$ cat src/hdl/bled_pkg.sv
package bled_pkg;

    localparam int PWM_STEPS_DEF = 100;
    localparam int LED_LINES_DEF = 8;

    localparam int DUTY_W  = 7;
    localparam int SPEED_W = 3;
    localparam int MS_W    = 6;
    localparam int SEG_W   = 7;

    localparam logic [DUTY_W-1:0]  DUTY_FULL   = 7'd100;
    localparam logic [DUTY_W-1:0]  DUTY_ZERO   = 7'd0;
    localparam logic [SPEED_W-1:0] SPEED_LOW   = 3'd1;
    localparam logic [SPEED_W-1:0] SPEED_HIGH  = 3'd5;
    localparam logic [SPEED_W-1:0] SPEED_RESET = 3'd3;

    localparam logic [1:0] CMD_PWM_TICK = 2'd0;
    localparam logic [1:0] CMD_MS_TICK  = 2'd1;
    localparam logic [1:0] CMD_KEY      = 2'd2;

    localparam logic [2:0] KEY_LIGHT   = 3'd1;
    localparam logic [2:0] KEY_BREATHE = 3'd2;
    localparam logic [2:0] KEY_SPEED   = 3'd3;
    localparam logic [2:0] KEY_COUNT   = 3'd4;

    typedef struct packed {
        logic [1:0] cmd;
        logic [2:0] key_code;
    } in_item_t;

    typedef struct packed {
        logic [7:0]         led_mask;
        logic [DUTY_W-1:0]  duty_level;
        logic [SPEED_W-1:0] speed_level;
        logic [3:0]         lit_count;
        logic               light_flag;
        logic               breathing_flag;
        logic [SEG_W-1:0]   segment_pattern;
    } out_item_t;

    // ramp step interval in ms for each speed
    function automatic logic [MS_W-1:0] delay_of(input logic [SPEED_W-1:0] speed);
        logic [MS_W-1:0] d;
        case (speed)
            3'd2:    d = 6'd25;
            3'd3:    d = 6'd18;
            3'd4:    d = 6'd12;
            3'd5:    d = 6'd7;
            default: d = 6'd35;
        endcase
        return d;
    endfunction

    // gfedcba pattern of the speed digit, blank outside 1..5
    function automatic logic [SEG_W-1:0] segment_of(input logic [SPEED_W-1:0] speed);
        logic [SEG_W-1:0] s;
        case (speed)
            3'd1:    s = 7'h06;
            3'd2:    s = 7'h5B;
            3'd3:    s = 7'h4F;
            3'd4:    s = 7'h66;
            3'd5:    s = 7'h6D;
            default: s = 7'h00;
        endcase
        return s;
    endfunction

endpackage

$ cat src/hdl/bled_in_stage.sv
module bled_in_stage import bled_pkg::*; (
    input  logic     aclk,
    input  logic     aresetn,
    input  logic     s_valid,
    output logic     s_ready,
    input  in_item_t s_item,
    input  logic     take,
    output logic     in_valid,
    output in_item_t in_item
);

    logic     valid_reg;
    logic     valid_next;
    in_item_t item_reg;

    assign s_ready    = !valid_reg || take;
    assign valid_next = (s_valid && s_ready) ? 1'b1 : (take ? 1'b0 : valid_reg);

    always_ff @(posedge aclk) begin
        if (!aresetn) begin
            valid_reg <= 1'b0;
        end else begin
            valid_reg <= valid_next;
        end
    end

    always_ff @(posedge aclk) begin
        if (s_valid && s_ready) begin
            item_reg <= s_item;
        end
    end

    assign in_valid = valid_reg;
    assign in_item  = item_reg;

endmodule

$ cat src/hdl/bled_core.sv
module bled_core import bled_pkg::*; #(
    parameter int PWM_STEPS = PWM_STEPS_DEF,
    parameter int LED_LINES = LED_LINES_DEF
) (
    input  logic      aclk,
    input  logic      aresetn,
    input  logic      take,
    input  in_item_t  in_item,
    output out_item_t result_next
);

    localparam int PW   = $clog2(PWM_STEPS);
    localparam int CW   = $clog2(LED_LINES + 1);
    localparam int CMPW = (PW > DUTY_W) ? PW : DUTY_W;
    localparam logic [PW:0]   PHASE_TOP   = (PW + 1)'(PWM_STEPS);
    localparam logic [CW-1:0] COUNT_TOP   = CW'(LED_LINES);
    localparam logic [CW-1:0] COUNT_ONE   = CW'(1);

    logic [PW-1:0]      phase_reg,   phase_next;
    logic [DUTY_W-1:0]  duty_reg,    duty_next;
    logic               falling_reg, falling_next;
    logic               light_reg,   light_next;
    logic               breathe_reg, breathe_next;
    logic [SPEED_W-1:0] speed_reg,   speed_next;
    logic [CW-1:0]      count_reg,   count_next;
    logic [MS_W-1:0]    ms_reg,      ms_next;

    logic [PW:0]        phase_inc;
    logic [MS_W-1:0]    ms_inc;
    logic               pwm_on;

    always_comb begin
        phase_next   = phase_reg;
        duty_next    = duty_reg;
        falling_next = falling_reg;
        light_next   = light_reg;
        breathe_next = breathe_reg;
        speed_next   = speed_reg;
        count_next   = count_reg;
        ms_next      = ms_reg;
        phase_inc    = {1'b0, phase_reg} + (PW + 1)'(1);
        ms_inc       = ms_reg + MS_W'(1);

        case (in_item.cmd)
            CMD_PWM_TICK: begin
                phase_next = (phase_inc >= PHASE_TOP) ? '0 : phase_inc[PW-1:0];
            end
            CMD_MS_TICK: begin
                if (ms_inc >= delay_of(speed_reg)) begin
                    ms_next = '0;
                    if (light_reg && breathe_reg) begin
                        if (!falling_reg) begin
                            if (duty_reg < DUTY_FULL) begin
                                duty_next = duty_reg + DUTY_W'(1);
                            end else begin
                                falling_next = 1'b1;
                            end
                        end else begin
                            if (duty_reg > DUTY_ZERO) begin
                                duty_next = duty_reg - DUTY_W'(1);
                            end else begin
                                falling_next = 1'b0;
                            end
                        end
                    end
                end else begin
                    ms_next = ms_inc;
                end
            end
            CMD_KEY: begin
                case (in_item.key_code)
                    KEY_LIGHT: begin
                        light_next   = !light_reg;
                        breathe_next = 1'b0;
                        if (!light_reg) begin
                            duty_next = DUTY_FULL;
                        end
                    end
                    KEY_BREATHE: begin
                        light_next   = 1'b1;
                        breathe_next = !breathe_reg;
                    end
                    KEY_SPEED: begin
                        speed_next = (speed_reg >= SPEED_HIGH) ? SPEED_LOW
                                                               : speed_reg + SPEED_W'(1);
                    end
                    KEY_COUNT: begin
                        count_next = (count_reg >= COUNT_TOP) ? COUNT_ONE
                                                              : count_reg + CW'(1);
                    end
                    default: ;
                endcase
            end
            default: ;
        endcase
    end

    // result is built from the updated state
    always_comb begin
        pwm_on = light_next && ((duty_next >= DUTY_FULL) ||
                                (CMPW'(phase_next) < CMPW'(duty_next)));
        for (int j = 0; j < 8; j++) begin
            result_next.led_mask[j] = pwm_on && (j < LED_LINES) && (int'(count_next) > j);
        end
        result_next.duty_level      = duty_next;
        result_next.speed_level     = speed_next;
        result_next.lit_count       = 4'(count_next);
        result_next.light_flag      = light_next;
        result_next.breathing_flag  = breathe_next;
        result_next.segment_pattern = segment_of(speed_next);
    end

    always_ff @(posedge aclk) begin
        if (!aresetn) begin
            phase_reg   <= '0;
            duty_reg    <= DUTY_ZERO;
            falling_reg <= 1'b0;
            light_reg   <= 1'b1;
            breathe_reg <= 1'b1;
            speed_reg   <= SPEED_RESET;
            count_reg   <= COUNT_TOP;
            ms_reg      <= '0;
        end else if (take) begin
            phase_reg   <= phase_next;
            duty_reg    <= duty_next;
            falling_reg <= falling_next;
            light_reg   <= light_next;
            breathe_reg <= breathe_next;
            speed_reg   <= speed_next;
            count_reg   <= count_next;
            ms_reg      <= ms_next;
        end
    end

endmodule

$ cat src/hdl/bled_out_stage.sv
module bled_out_stage import bled_pkg::*; (
    input  logic      aclk,
    input  logic      aresetn,
    input  logic      in_valid,
    input  out_item_t result_next,
    output logic      take,
    output logic      m_valid,
    input  logic      m_ready,
    output out_item_t m_item
);

    logic      valid_reg;
    logic      valid_next;
    out_item_t item_reg;

    // the result register frees up in the same cycle its beat is taken
    assign take       = in_valid && (!valid_reg || m_ready);
    assign valid_next = take ? 1'b1 : (m_ready ? 1'b0 : valid_reg);

    always_ff @(posedge aclk) begin
        if (!aresetn) begin
            valid_reg <= 1'b0;
        end else begin
            valid_reg <= valid_next;
        end
    end

    always_ff @(posedge aclk) begin
        if (take) begin
            item_reg <= result_next;
        end
    end

    assign m_valid = valid_reg;
    assign m_item  = item_reg;

endmodule

$ cat src/hdl/breathing_led_pwm_controller_unit.sv
// Breathing LED PWM controller.
// Input channel s_valid/s_ready/s_item: one beat per event, cmd selects a
// PWM tick, a millisecond tick or a debounced key press (key_code 1..4).
// Result channel m_valid/m_ready/m_item: exactly one beat per input beat,
// in order, carrying LED mask, duty, speed, LED count, flags and the
// seven-segment pattern of the speed digit, all after the event is applied.
// Path: an accepted input beat passes the input register, then the result
// register, whose output drives m_valid and m_item. Throughput: one beat per
// cycle while the receiver does not stall; the state update and result build
// are combinational between the two registers.
// Reset (aresetn low, synchronous): both channels empty, light on,
// breathing on, duty 0 rising, speed 3, all LED lines, counters at zero.
// When the receiver stalls the result register holds its beat, one more
// beat waits in the input register, and s_ready then drops until m_ready.
module breathing_led_pwm_controller_unit import bled_pkg::*; #(
    parameter int PWM_STEPS = PWM_STEPS_DEF,
    parameter int LED_LINES = LED_LINES_DEF
) (
    input  logic      aclk,
    input  logic      aresetn,
    input  logic      s_valid,
    output logic      s_ready,
    input  in_item_t  s_item,
    output logic      m_valid,
    input  logic      m_ready,
    output out_item_t m_item
);

    logic      take;
    logic      in_valid;
    in_item_t  in_item;
    out_item_t result_next;

    bled_in_stage u_in (
        .aclk     (aclk),
        .aresetn  (aresetn),
        .s_valid  (s_valid),
        .s_ready  (s_ready),
        .s_item   (s_item),
        .take     (take),
        .in_valid (in_valid),
        .in_item  (in_item)
    );

    bled_core #(
        .PWM_STEPS (PWM_STEPS),
        .LED_LINES (LED_LINES)
    ) u_core (
        .aclk        (aclk),
        .aresetn     (aresetn),
        .take        (take),
        .in_item     (in_item),
        .result_next (result_next)
    );

    bled_out_stage u_out (
        .aclk        (aclk),
        .aresetn     (aresetn),
        .in_valid    (in_valid),
        .result_next (result_next),
        .take        (take),
        .m_valid     (m_valid),
        .m_ready     (m_ready),
        .m_item      (m_item)
    );

endmodule

$ cat config.mk
export PLATFORM = sky130hd
export DESIGN_NAME = breathing_led_pwm_controller_unit
export DESIGN_NICKNAME = d
export VERILOG_FILES = /design/src/hdl/bled_pkg.sv /design/src/hdl/bled_in_stage.sv /design/src/hdl/bled_core.sv /design/src/hdl/bled_out_stage.sv /design/src/hdl/breathing_led_pwm_controller_unit.sv
export SDC_FILE = /design/constraint.sdc
export NUM_CORES = 1
export LEC_CHECK = 0
export BUFFER_PORTS_ARGS = -buffer_cell sky130_fd_sc_hd__buf_4
export CORE_ASPECT_RATIO = 1.75
export CORE_MARGIN = 2
export CORE_UTILIZATION = 57
export CTS_CLUSTER_SIZE = 12
export DETAILED_ROUTE_END_ITERATION = 7
export GPL_TIMING_DRIVEN = 0
export PLACE_DENSITY_LB_ADDON = 0.25
export SYNTH_ARGS = -nofsm -noshare
export SYNTH_HDL_FRONTEND = slang
export SYNTH_SLANG_ARGS = --single-unit
$ cat constraint.sdc
create_clock -name aclk -period 6.2 [get_ports aclk]
set_clock_uncertainty 0.2 [all_clocks]
set_input_delay 1.24 -clock aclk [delete_from_list [all_inputs] [get_ports aclk]]
set_output_delay 1.24 -clock aclk [all_outputs]
set_load 0.02 [all_outputs]
# Word-level counts from Yosys, hierarchy flattened
# Index checks and enable logic that the tools add are counted.
dict set report word_totals {
  regBits 68
  input_bits 9
  elab_cells 111
}
dict set report op_classes {
  add_sub_neg 6
  n_lt_le_gt_ge 16
  n_eq_ne 15
  mux 31
  reduce_logical 24
}
# operator count
set ops {}
lappend ops {{$mux 7} 9}
lappend ops {{$pmux 7 s5} 1}
lappend ops {{$pmux 6 s4} 1}
lappend ops {{$eq 3x2->1 const B} 6}
lappend ops {{$gt 4x3->1 const B} 4}
lappend ops {{$eq 3x3->1 const B} 5}
lappend ops {{$pmux 7 s2} 1}
lappend ops {{$logic_and 1x1->1} 12}
lappend ops {{$mux 4} 3}
lappend ops {{$mux 6} 2}
lappend ops {{$mux 1} 9}
lappend ops {{$mux 3} 3}
lappend ops {{$add 7x1->8 const B} 1}
lappend ops {{$ge 8x7->1 const B} 1}
lappend ops {{$gt 4x1->1 const B} 2}
lappend ops {{$gt 4x2->1 const B} 2}
lappend ops {{$add 7x1->7 const B} 1}
lappend ops {{$ge 7x7->1 const B} 1}
lappend ops {{$gt 7x1->1 const B} 1}
lappend ops {{$lt 7x7->1} 1}
lappend ops {{$lt 7x7->1 const B} 1}
lappend ops {{$sub 7x1->7 const B} 1}
lappend ops {{$add 6x1->6 const B} 1}
lappend ops {{$eq 3x1->1 const B} 2}
lappend ops {{other kinds (14)} 21}

# Depth between registers and ports, before layout
# Gate-level depths: netlist of run 1.
dict set report depth {
  ltp_word 10
  depth_mapped 21
}

# By module
# Synthesis of run 1 repeated with hierarchy kept, for this count alone.
dict set report unflattened {
  cells_unflattened 456
  area_unflattened_um2 4164.0
}
# mod instances cells_per_inst area_each_um2 seq_area_each_um2
set by_module_without_submodules {}
lappend by_module_without_submodules {bled_core 1 411 2977.9 600.6}
lappend by_module_without_submodules {bled_out_stage 1 35 978.4 950.9}
lappend by_module_without_submodules {bled_in_stage 1 10 207.7 170.2}

# Least setup slack after synthesis of run 1
# No wires, ideal clock.
dict set report synth_path {
  kind {flip-flop to flip-flop}
  start {register u_core.speed_reg[0]}
  end {register u_out.item_reg (netlist bit u_out.m_item[28]), data pin}
  setup_ns 0.131
  arrival_time_ns 4.047
  t_required_ns 5.869
  path_slack_ns 1.822
  stages_incl_launch_ff 20
  path_buffers 1
  path_cell_list {dfxtp_1 inv_1 ha_1 nor2b_1 a21oi_1 nand2_1 ha_1 a21oi_1 o22ai_1 a21oi_2 clkbuf_1 o41ai_1 inv_1 ha_1 a21oi_1 o21ai_0 or4_1 a211oi_2 or2_1 a22o_1}
}
# element line_no
set synth_rtl {}
lappend synth_rtl {{start: declaration} bled_core.sv:24} ;# logic [SPEED_W-1:0] speed_reg, speed_next;
lappend synth_rtl {{start signal: assignment} bled_core.sv:129} ;# speed_reg <= speed_next;
lappend synth_rtl {{end signal: assignment} bled_out_stage.sv:30} ;# item_reg <= result_next;
lappend synth_rtl {{end: declaration} bled_out_stage.sv:14} ;# out_item_t item_reg;

==> results of run 1 <==
Yosys cell counts, types with 3 or more instances:
library cell  count
a21oi_1          22
inv_1            27
dfxtp_1          32
and3_1            3
or2_2             3
nor3b_1           4
ha_1             27
edfxtp_1         35
nand2b_1          6
o21a_1            4
clkbuf_1         15
a21o_1            7
nor2b_1           9
nor2_1           45
xnor2_1           4
o21ai_1           4
o21ai_0          14
and2_1            5
or4_1             4
nor3_1           11
o31ai_1           4
mux2i_1           7
a22o_1            3
nor4_1            3
o22ai_1           4
a31oi_1           7
o211ai_1          5
nand3_1          10
nand4_1           5
or3_1             3
o2bb2ai_1         4
a22oi_1           6
a211oi_1          9
nand2_1          53
worst max-delay path: cells and delay by family, from the launching register on:
| family | cells | cell delay [ps] |
|---|---|---|
| compound gates | 9 | 2350 |
| fa+ha+maj | 3 | 900 |
| buf+inv | 3 | 540 |
| flops | 1 | 450 |
| simple gates | 4 | 860 |
report_power, final:
| group | total (mW) | switching, mW | internal [mW] |
|---|---|---|---|
| logic | 0.193 | 0.117 | 0.0766 |
| clock network | 0.495 | 0.186 | 0.309 |
| registers | 0.514 | 0.0172 | 0.497 |
metrics by stage:
step                cell area, µm²  util, %
global route                  4790     69.3
CTS                           4790     69.3
global placement              4500     65.2
floorplan                     4100        -
detailed placement            4500     65.2
finish                        4790     69.3
worst max path at each step:
stage,endpoint,cells after the start
finish,u_out.m_item[29],19
global route,u_out.m_item[29],19
CTS,u_out.m_item[29],19
detailed placement,u_out.m_item[29],19
global placement,u_out.m_item[29],19
floorplan,u_out.m_item[28],19
routing by layer:
layer	routed length, µm	vias to the layer above	track usage [%]	part of all wire (%)
li1	-	1776	-	-
met1	3510	1669	26.5	37
met2	5300	103	46.9	55
met3	509	24	6.74	5.3
met4	264	0	15.9	2.8
met5	0	-	0	0
area by class of cell:
cell class / instances / area, µm² / area share (%)
multi-input combinational: 338 / 2200 / 45.8
sequential: 67 / 1690 / 35.3
timing repair buffer: 40 / 300 / 6.27
clock buffer: 11 / 233 / 4.86
buffer: 22 / 105 / 2.19
inverter: 28 / 105 / 2.19
tap: 84 / 105 / 2.19
clock inverter: 5 / 53.8 / 1.12
cells by family after synthesis:
logic type,count (synthesis)
mux,8
xor+xnor,6
fa+ha+maj,27
flops,67
buf+inv,50
simple gates,179
compound gates,118
==> flow_summary.ini, run 1 <==
[drt]
drt_iter0_drc = 215
wire_per_inst_um = 16.1
antenna_left = 0
drt-total-wl_um = 9580
post-route-drc-count = 0
dr_total_vias = 3572
dr.pass1.iters = 5
via_per_inst = 6.00

[timing]
tightest_slew_ps = 904
slew_violations = 0
max-slew-margin-rel_pct = 39.3
fin_ws_ps = 719
rsz0062_at_grt = no
finalSetupViolCount = 0
fin_crit_ps = 5480
fin_crit_sh_pct = 88.4
max_freq_ghz = 0.182
whs_ps = 303
hold_viol = 0
setup_tns_ps = 0

[worst_setup_path]
critPathKind = register to register
regToRegStartpoint = u_core.speed_reg[0]
cp.arrival_ps = 5440
startpoint = u_core.speed_reg[0]
reg2reg_to = u_out.m_item[29]
required_ps = 6160
r2r_cells = 19
crit_path_cell_trace = inv_1, ha_1, nor2b_1, a21oi_1, nand2_1, ha_1, a21oi_1, o22ai_1, a21oi_2, clkbuf_1, o41ai_1, inv_1, ha_1, a21oi_1, o21ai_0, or4_1, a211oi_2, nor2_1, o22ai_1
cp-start-kind = register
path_max_fanout = 10
r2r_slack_ps = 720
max_stage_delay_ps = 830
critPathCaptureType = register
slowest_stage = o41ai_1

[power_and_ir_drop]
leakage_nw = 1.97
p_total_mw = 1.20
cellPowerDensity_nw_per_um2 = 251
peakVddDrop_uv = 242

[yosys]
synth-simple-area-share_pct = 21.9
synth-async-reset-ratio_pct = 0
syn-num-nets = 491
synth_adder_area_share_pct = 8.25
yosys.area.top_type = edfxtp_1
synth_area_leaders = edfxtp_1, dfxtp_1, ha_1, nand2_1, nor2_1
synth_mux_area_share_pct = 1.99
ys_seq_area_share_pct = 41.3
ys.flop_type = edfxtp_1
synth_top_family_by_area = simple AND/OR/NAND/NOR gates
syn_area_per_cell_um2 = 9.00
netlist_instances = 455
synth_compound_area_share_pct = 20.2
synth_edf_count = 35
synth_area_um2 = 4100
yosys_warnings = 0
synthXorXnorAreaFrac_pct = 1.28
yosysTopAreaCellShare_pct = 25.7
ys_seq_elements = 67
ys_types = 71

[final_layout]
largest_reg_flops = 30
fin_cells = 595
diodes = 0
drive_above_1_share_pct = 13.7
fin_nets = 542
layout_commonest_cell = nand2_1
fillCellCount = 537
layout_common_cells = nand2_1, nor2_1, buf_4
area_delta_synth_final_pct = 16.9

[clocking]
clk_pin_slew_ps = 60
cts_buffer_depth = 2
cts_hold_buffers = 0
cts_root_buffer = clkbuf_16
cts_setup_buffers = 0
cts_sinks = 67
cts_made_buffers = 9
htree_levels = 3
clk_latency_ps = 340
cts_resized = 0
cts_tree = done

[place]
portBuffers = 40
gp_congestion = 0.933
dp.cells = 579
dp_hpwl_um = 7180
pre_cts_ws_ps = 788

[die]
die_y_um = 116
rows = 40
initial_core_util_pct = 59.3
die_w_um = 68.1
ios = 42
core-area_um2 = 6910
die_area_um2 = 7910

[worst_hold_path]
worstHoldStart = u_core.count_reg[0]
holdPathStages = 2
hold_end = u_core.count_reg[0]
hp-class = register to register

[grt]
grt_pass1_wl_um = 15400
overflow = 0
grtUsageTotal_pct = 26.4
grt_pass1_vias = 3463
antenna_found_initial = 0
grt_max_degree = 40

[run]
maxCapViolations = 0

[outcome]
status = finished, final reports clean
(Power assumes the default switching activity.)
==> run 2: changes to the inputs <==
- CORE_UTILIZATION: 57 -> 54
- clock period: 6.2 -> 4.9 ns (I/O delays scaled with it)
==> run 2 against run 1 <==
Effect of this change: clock-buffer cell count fell by 1; die area grew 5.3%; critical path depth down 2; sequential share of layout area down 0.74 points; global-route usage decreased by 1.9 points; routed wire length rose by 4.2%; fmax up 18%; non-clock buffer count is 4 higher; combinational power grew 32%.
==> flow_summary.ini, run 2 (synthesis gave the netlist of run 1 again) <==
[outcome]
status = finished, final reports clean

[final_layout]
fillCellCount = 637
layout_common_cells = nand2_1, nor2_1, buf_4
multi_input_area_um2 = 2250
regArea_um2 = 1690
diodes = 0
fin_cells = 603
drive_above_1_share_pct = 16.9
area_delta_synth_final_pct = 19.6
layout_commonest_cell = nand2_1
fin_nets = 546
largest_reg_flops = 30
utilization_pct = 65.7
finish.instance_area_um2 = 4900

[drt]
via_per_inst = 6.08
antenna_left = 0
wire_per_inst_um = 16.6
dr.pass1.iters = 5
post-route-drc-count = 0
drt-total-wl_um = 9980
drt_iter0_drc = 291
dr_total_vias = 3664

[timing]
hold_viol = 0
tightest_slew_ps = 986
slew_violations = 0
fin_crit_sh_pct = 95.2
max_freq_ghz = 0.214
fin_crit_ps = 4660
whs_ps = 301
setup_tns_ps = 0
finalSetupViolCount = 0
max-slew-margin-rel_pct = 32.6

[place]
dp_hpwl_um = 7370
placed_area_um2 = 4510
dp.cells = 583
portBuffers = 40
gp_congestion = 0.958

[die]
rows = 42
die_area_um2 = 8330
die_y_um = 119
die_w_um = 69.8
initial_core_util_pct = 54.9
core-area_um2 = 7460
ios = 42

[grt]
grtUsageTotal_pct = 24.5
grt_max_degree = 40
antenna_found_initial = 0
grt_pass1_wl_um = 16000
grt_pass1_vias = 3483
overflow = 0

[power_and_ir_drop]
cellPowerDensity_nw_per_um2 = 314
peakVddDrop_uv = 234
leakage_nw = 2.02

[clocking]
cts_sinks = 67
clk_pin_slew_ps = 60
cts_made_buffers = 9
htree_levels = 3
clk_latency_ps = 330
cts_tree = done
cts_buffer_depth = 2
cts_root_buffer = clkbuf_16
cts_hold_buffers = 0

[worst_setup_path]
path_max_fanout = 7
crit_top_cell = ha_1
critPathKind = register to register
cp.arrival_ps = 4640
max_stage_delay_ps = 530
cp-start-kind = register
required_ps = 4880
critPathCaptureType = register
crit_path_cell_trace = inv_1, ha_1, nor2b_1, a21oi_2, nand2_1, ha_1, a21oi_1, o22ai_1, a21o_1, a211oi_2, ha_1, a21oi_1, o21ai_0, or4_1, a211oi_4, nor2_1, o22ai_1
slowest_stage = a211oi_2

[run]
maxCapViolations = 0

[worst_hold_path]
hp-class = register to register
==> run 2: changes by cell type in the layout (fill, tap and decap cells not counted), sizes merged <==
cell	change
inv	+1
clkinv	-2
clkinvlp	+2
buf	+5
clkbuf	-2
==> run 2: layer usage <==
layer	track usage (%)	vias up	part of all wire (%)
met4	14.2	0	3.5
met2	46.0	116	55
met5	0	-	0
met1	24.0	1740	37
li1	-	1782	-
met3	5.25	26	4.3
==> run 2: cell type report <==
type / instances / area share (%)
Tap cell: 88 / 2.25
Timing Repair Buffer: 44 / 6.74
Inverter: 28 / 2.15
Buffer: 22 / 2.30
Multi-Input combinational cell: 338 / 46.0
Sequential cell: 67 / 34.6
Clock buffer: 10 / 4.67
Clock inverter: 6 / 1.35
==> run 2: through the flow <==
| step | worst slack (ps) | power, mW |
|---|---|---|
| 6_report | 236 | 1.54 |
| 5_1_grt | -1.22 | 1.60 |
| 4_1_cts | 13.4 | 1.54 |
| 3_5_place_dp | -499 | 0.906 |
| 3_3_place_gp | -349 | 0.897 |
| 2_1_floorplan | 522 | 0.828 |
==> run 2: worst max-delay path, delay by kind of cell (launching register included) <==
kind            cells  cell delay, ps
buf+inv             1              90
simple gates        4             860
compound gates      9            2060
flops               1             400
fa+ha+maj           3             890
==> run 2: final timing paths <==
path	startpoint	end	slack, ps	cells after the start
worst max-delay path	u_core.speed_reg[0]	u_out.m_item[26]	240	17
worst min-delay path	u_core.count_reg[0]	u_core.count_reg[0]	300	2
worst max register to register	u_core.speed_reg[0]	u_out.m_item[26]	240	17
worst min register to register	u_core.count_reg[0]	u_core.count_reg[0]	300	2
==> run 2: where the power goes <==
part,switching [mW],internal (mW),leakage (nW)
Sequential,0.0225,0.629,0.587
Combinational,0.153,0.101,1.30
Clock,0.237,0.394,0.135
==> run 2: timing repair <==
action                     4_1_cts  5_1_grt
pin swaps                        0        3
setup endpoints to repair        8        8
resized for setup                6        9
buffers inserted                 0        4
==> run 3: changes to the inputs <==
- CORE_MARGIN: 2 -> default
- CTS_CLUSTER_SIZE: 12 -> 20
==> run 3 against run 2 <==
Effect of this change: sequential share of layout area increased by 0.088 points; critical path type unchanged; critical path depth unchanged; final cell count down 0.33%; largest power group unchanged; core utilization rose by 1.5 points; clock-buffer cell count did not move; die area shrank 4.5%; final area decreased by 0.18%; combinational power barely moved; sequential cell count is the same; first-iteration DRC count is 15% lower; worst hold slack better by 4.5 ps; power is 0.22% higher.
==> flow_summary.ini, run 3 (synthesis gave the netlist of run 1 again) <==
[outcome]
status = finished, final reports clean

[grt]
antenna_found_initial = 0
grt_pass1_wl_um = 15500
grt_max_degree = 40
grtUsageTotal_pct = 26.4
overflow = 0
grt_pass1_vias = 3465

[die]
rows = 41
initial_core_util_pct = 56.2
core-area_um2 = 7280
die_y_um = 117
die_w_um = 67.8
die_area_um2 = 7950
ios = 42

[power_and_ir_drop]
peakVddDrop_uv = 250
cellPowerDensity_nw_per_um2 = 315
p_total_mw = 1.54
switching_share_pct = 27.1
pwr-share-comb_pct = 16.5
p_int_mw = 1.12
p_clk_share_pct = 41.2
leakage_nw = 2.02
switchingPower_mw = 0.417
seqPwrFrac_pct = 42.3

[drt]
dr_total_vias = 3662
antenna_left = 0
post-route-drc-count = 0
via_per_inst = 6.09
drt_iter0_drc = 247
drt-total-wl_um = 9880
wire_per_inst_um = 16.4
dr.pass1.iters = 5

[timing]
whs_ps = 306
fin_crit_sh_pct = 95.7
fin_crit_ps = 4690
fin_ws_ps = 211
rsz0062_at_grt = no
hold_viol = 0
max-slew-margin-rel_pct = 38.2
max_freq_ghz = 0.213
tightest_slew_ps = 904
setup_tns_ps = 0
slew_violations = 0
finalSetupViolCount = 0

[final_layout]
fin_cells = 601
layout_common_cells = nand2_1, buf_4, nor2_1
area_delta_synth_final_pct = 19.4
drive_above_1_share_pct = 16.7
diodes = 0
multi_input_area_um2 = 2240
largest_reg_flops = 30
regArea_um2 = 1700
fillCellCount = 588
layout_commonest_cell = nand2_1
fin_nets = 546
finish.instance_area_um2 = 4890
utilization_pct = 67.1

[worst_setup_path]
cp-start-kind = register
slowest_stage = a211oi_2
crit_path_cell_trace = inv_1, ha_1, nor2b_1, a21oi_2, nand2_1, ha_1, a21oi_1, o22ai_1, a21o_1, a211oi_2, ha_1, a21oi_1, o21ai_0, or4_4, a211oi_4, nor2_1, o22ai_1
path_max_fanout = 7
critPathKind = register to register
r2r_cells = 17
cp.arrival_ps = 4650
r2r_slack_ps = 210
required_ps = 4860
max_stage_delay_ps = 540
critPathCaptureType = register
crit_top_cell = ha_1

[clocking]
cts_hold_buffers = 0
cts_root_buffer = clkbuf_16
cts_sinks = 67
cts_made_buffers = 9
cts_buffer_depth = 2
clk_latency_ps = 330
cts_tree = done
clk_pin_slew_ps = 60
htree_levels = 3

[place]
dp_hpwl_um = 7200
dp.cells = 581
gp_congestion = 0.984
portBuffers = 40
placed_area_um2 = 4510
pre_cts_ws_ps = -524

[worst_hold_path]
hp-class = register to register
holdPathStages = 2

[run]
maxCapViolations = 0
## run 3: cell counts in the layout (fill, tap and decap cells not counted)
No cell type changed its count.
## run 3: area by class of cell
| class | count | area share [%] |
|---|---|---|
| clock inverters | 6 | 1.33 |
| inverters | 28 | 2.15 |
| flip-flops and latches | 67 | 34.7 |
| repair buffers | 45 | 6.91 |
| clock buffers | 10 | 4.68 |
| well taps | 86 | 2.20 |
| multi-input cells | 338 | 45.8 |
| plain buffers | 21 | 2.23 |
## run 3: worst max-delay path: cells and delay by family (launching register included)
kind / cells / cell delay (ps)
AND/OR/NAND/NOR: 4 / 840
buffers and inverters: 1 / 90
flip-flops: 1 / 390
AO/OA/AOI/OAI: 9 / 2100
adder cells (fa/ha/maj): 3 / 900
## run 3: worst paths after layout
check | startpoint | end
setup / recovery | u_core.speed_reg[0] | u_out.m_item[29]
hold / removal | u_core.count_reg[0] | u_core.count_reg[0]
setup reg to reg | u_core.speed_reg[0] | u_out.m_item[29]
hold reg to reg | u_core.count_reg[0] | u_core.count_reg[0]
## run 3: power by group through the flow
stage          logic, mW  clock network (mW)  registers (mW)
6_report           0.254               0.635           0.651
3_5_place_dp       0.243                   0           0.661
2_1_floorplan      0.152                   0           0.677
4_1_cts            0.248               0.642           0.650
3_3_place_gp       0.237                   0           0.660
5_1_grt            0.277               0.671           0.654
## run 3: timing repair
action	in CTS	in global routing
setup endpoints to repair	8	8
resized for setup	6	8
setup buffers	0	5
pin swaps	1	1
## run 3: per-layer routing
layer	global-route usage, %	vias up	routed length [µm]
met1	27.1	1721	3660
met4	18.5	0	396
met5	0	-	0
met2	46.1	135	5340
met3	5.43	35	482
li1	-	1771	-
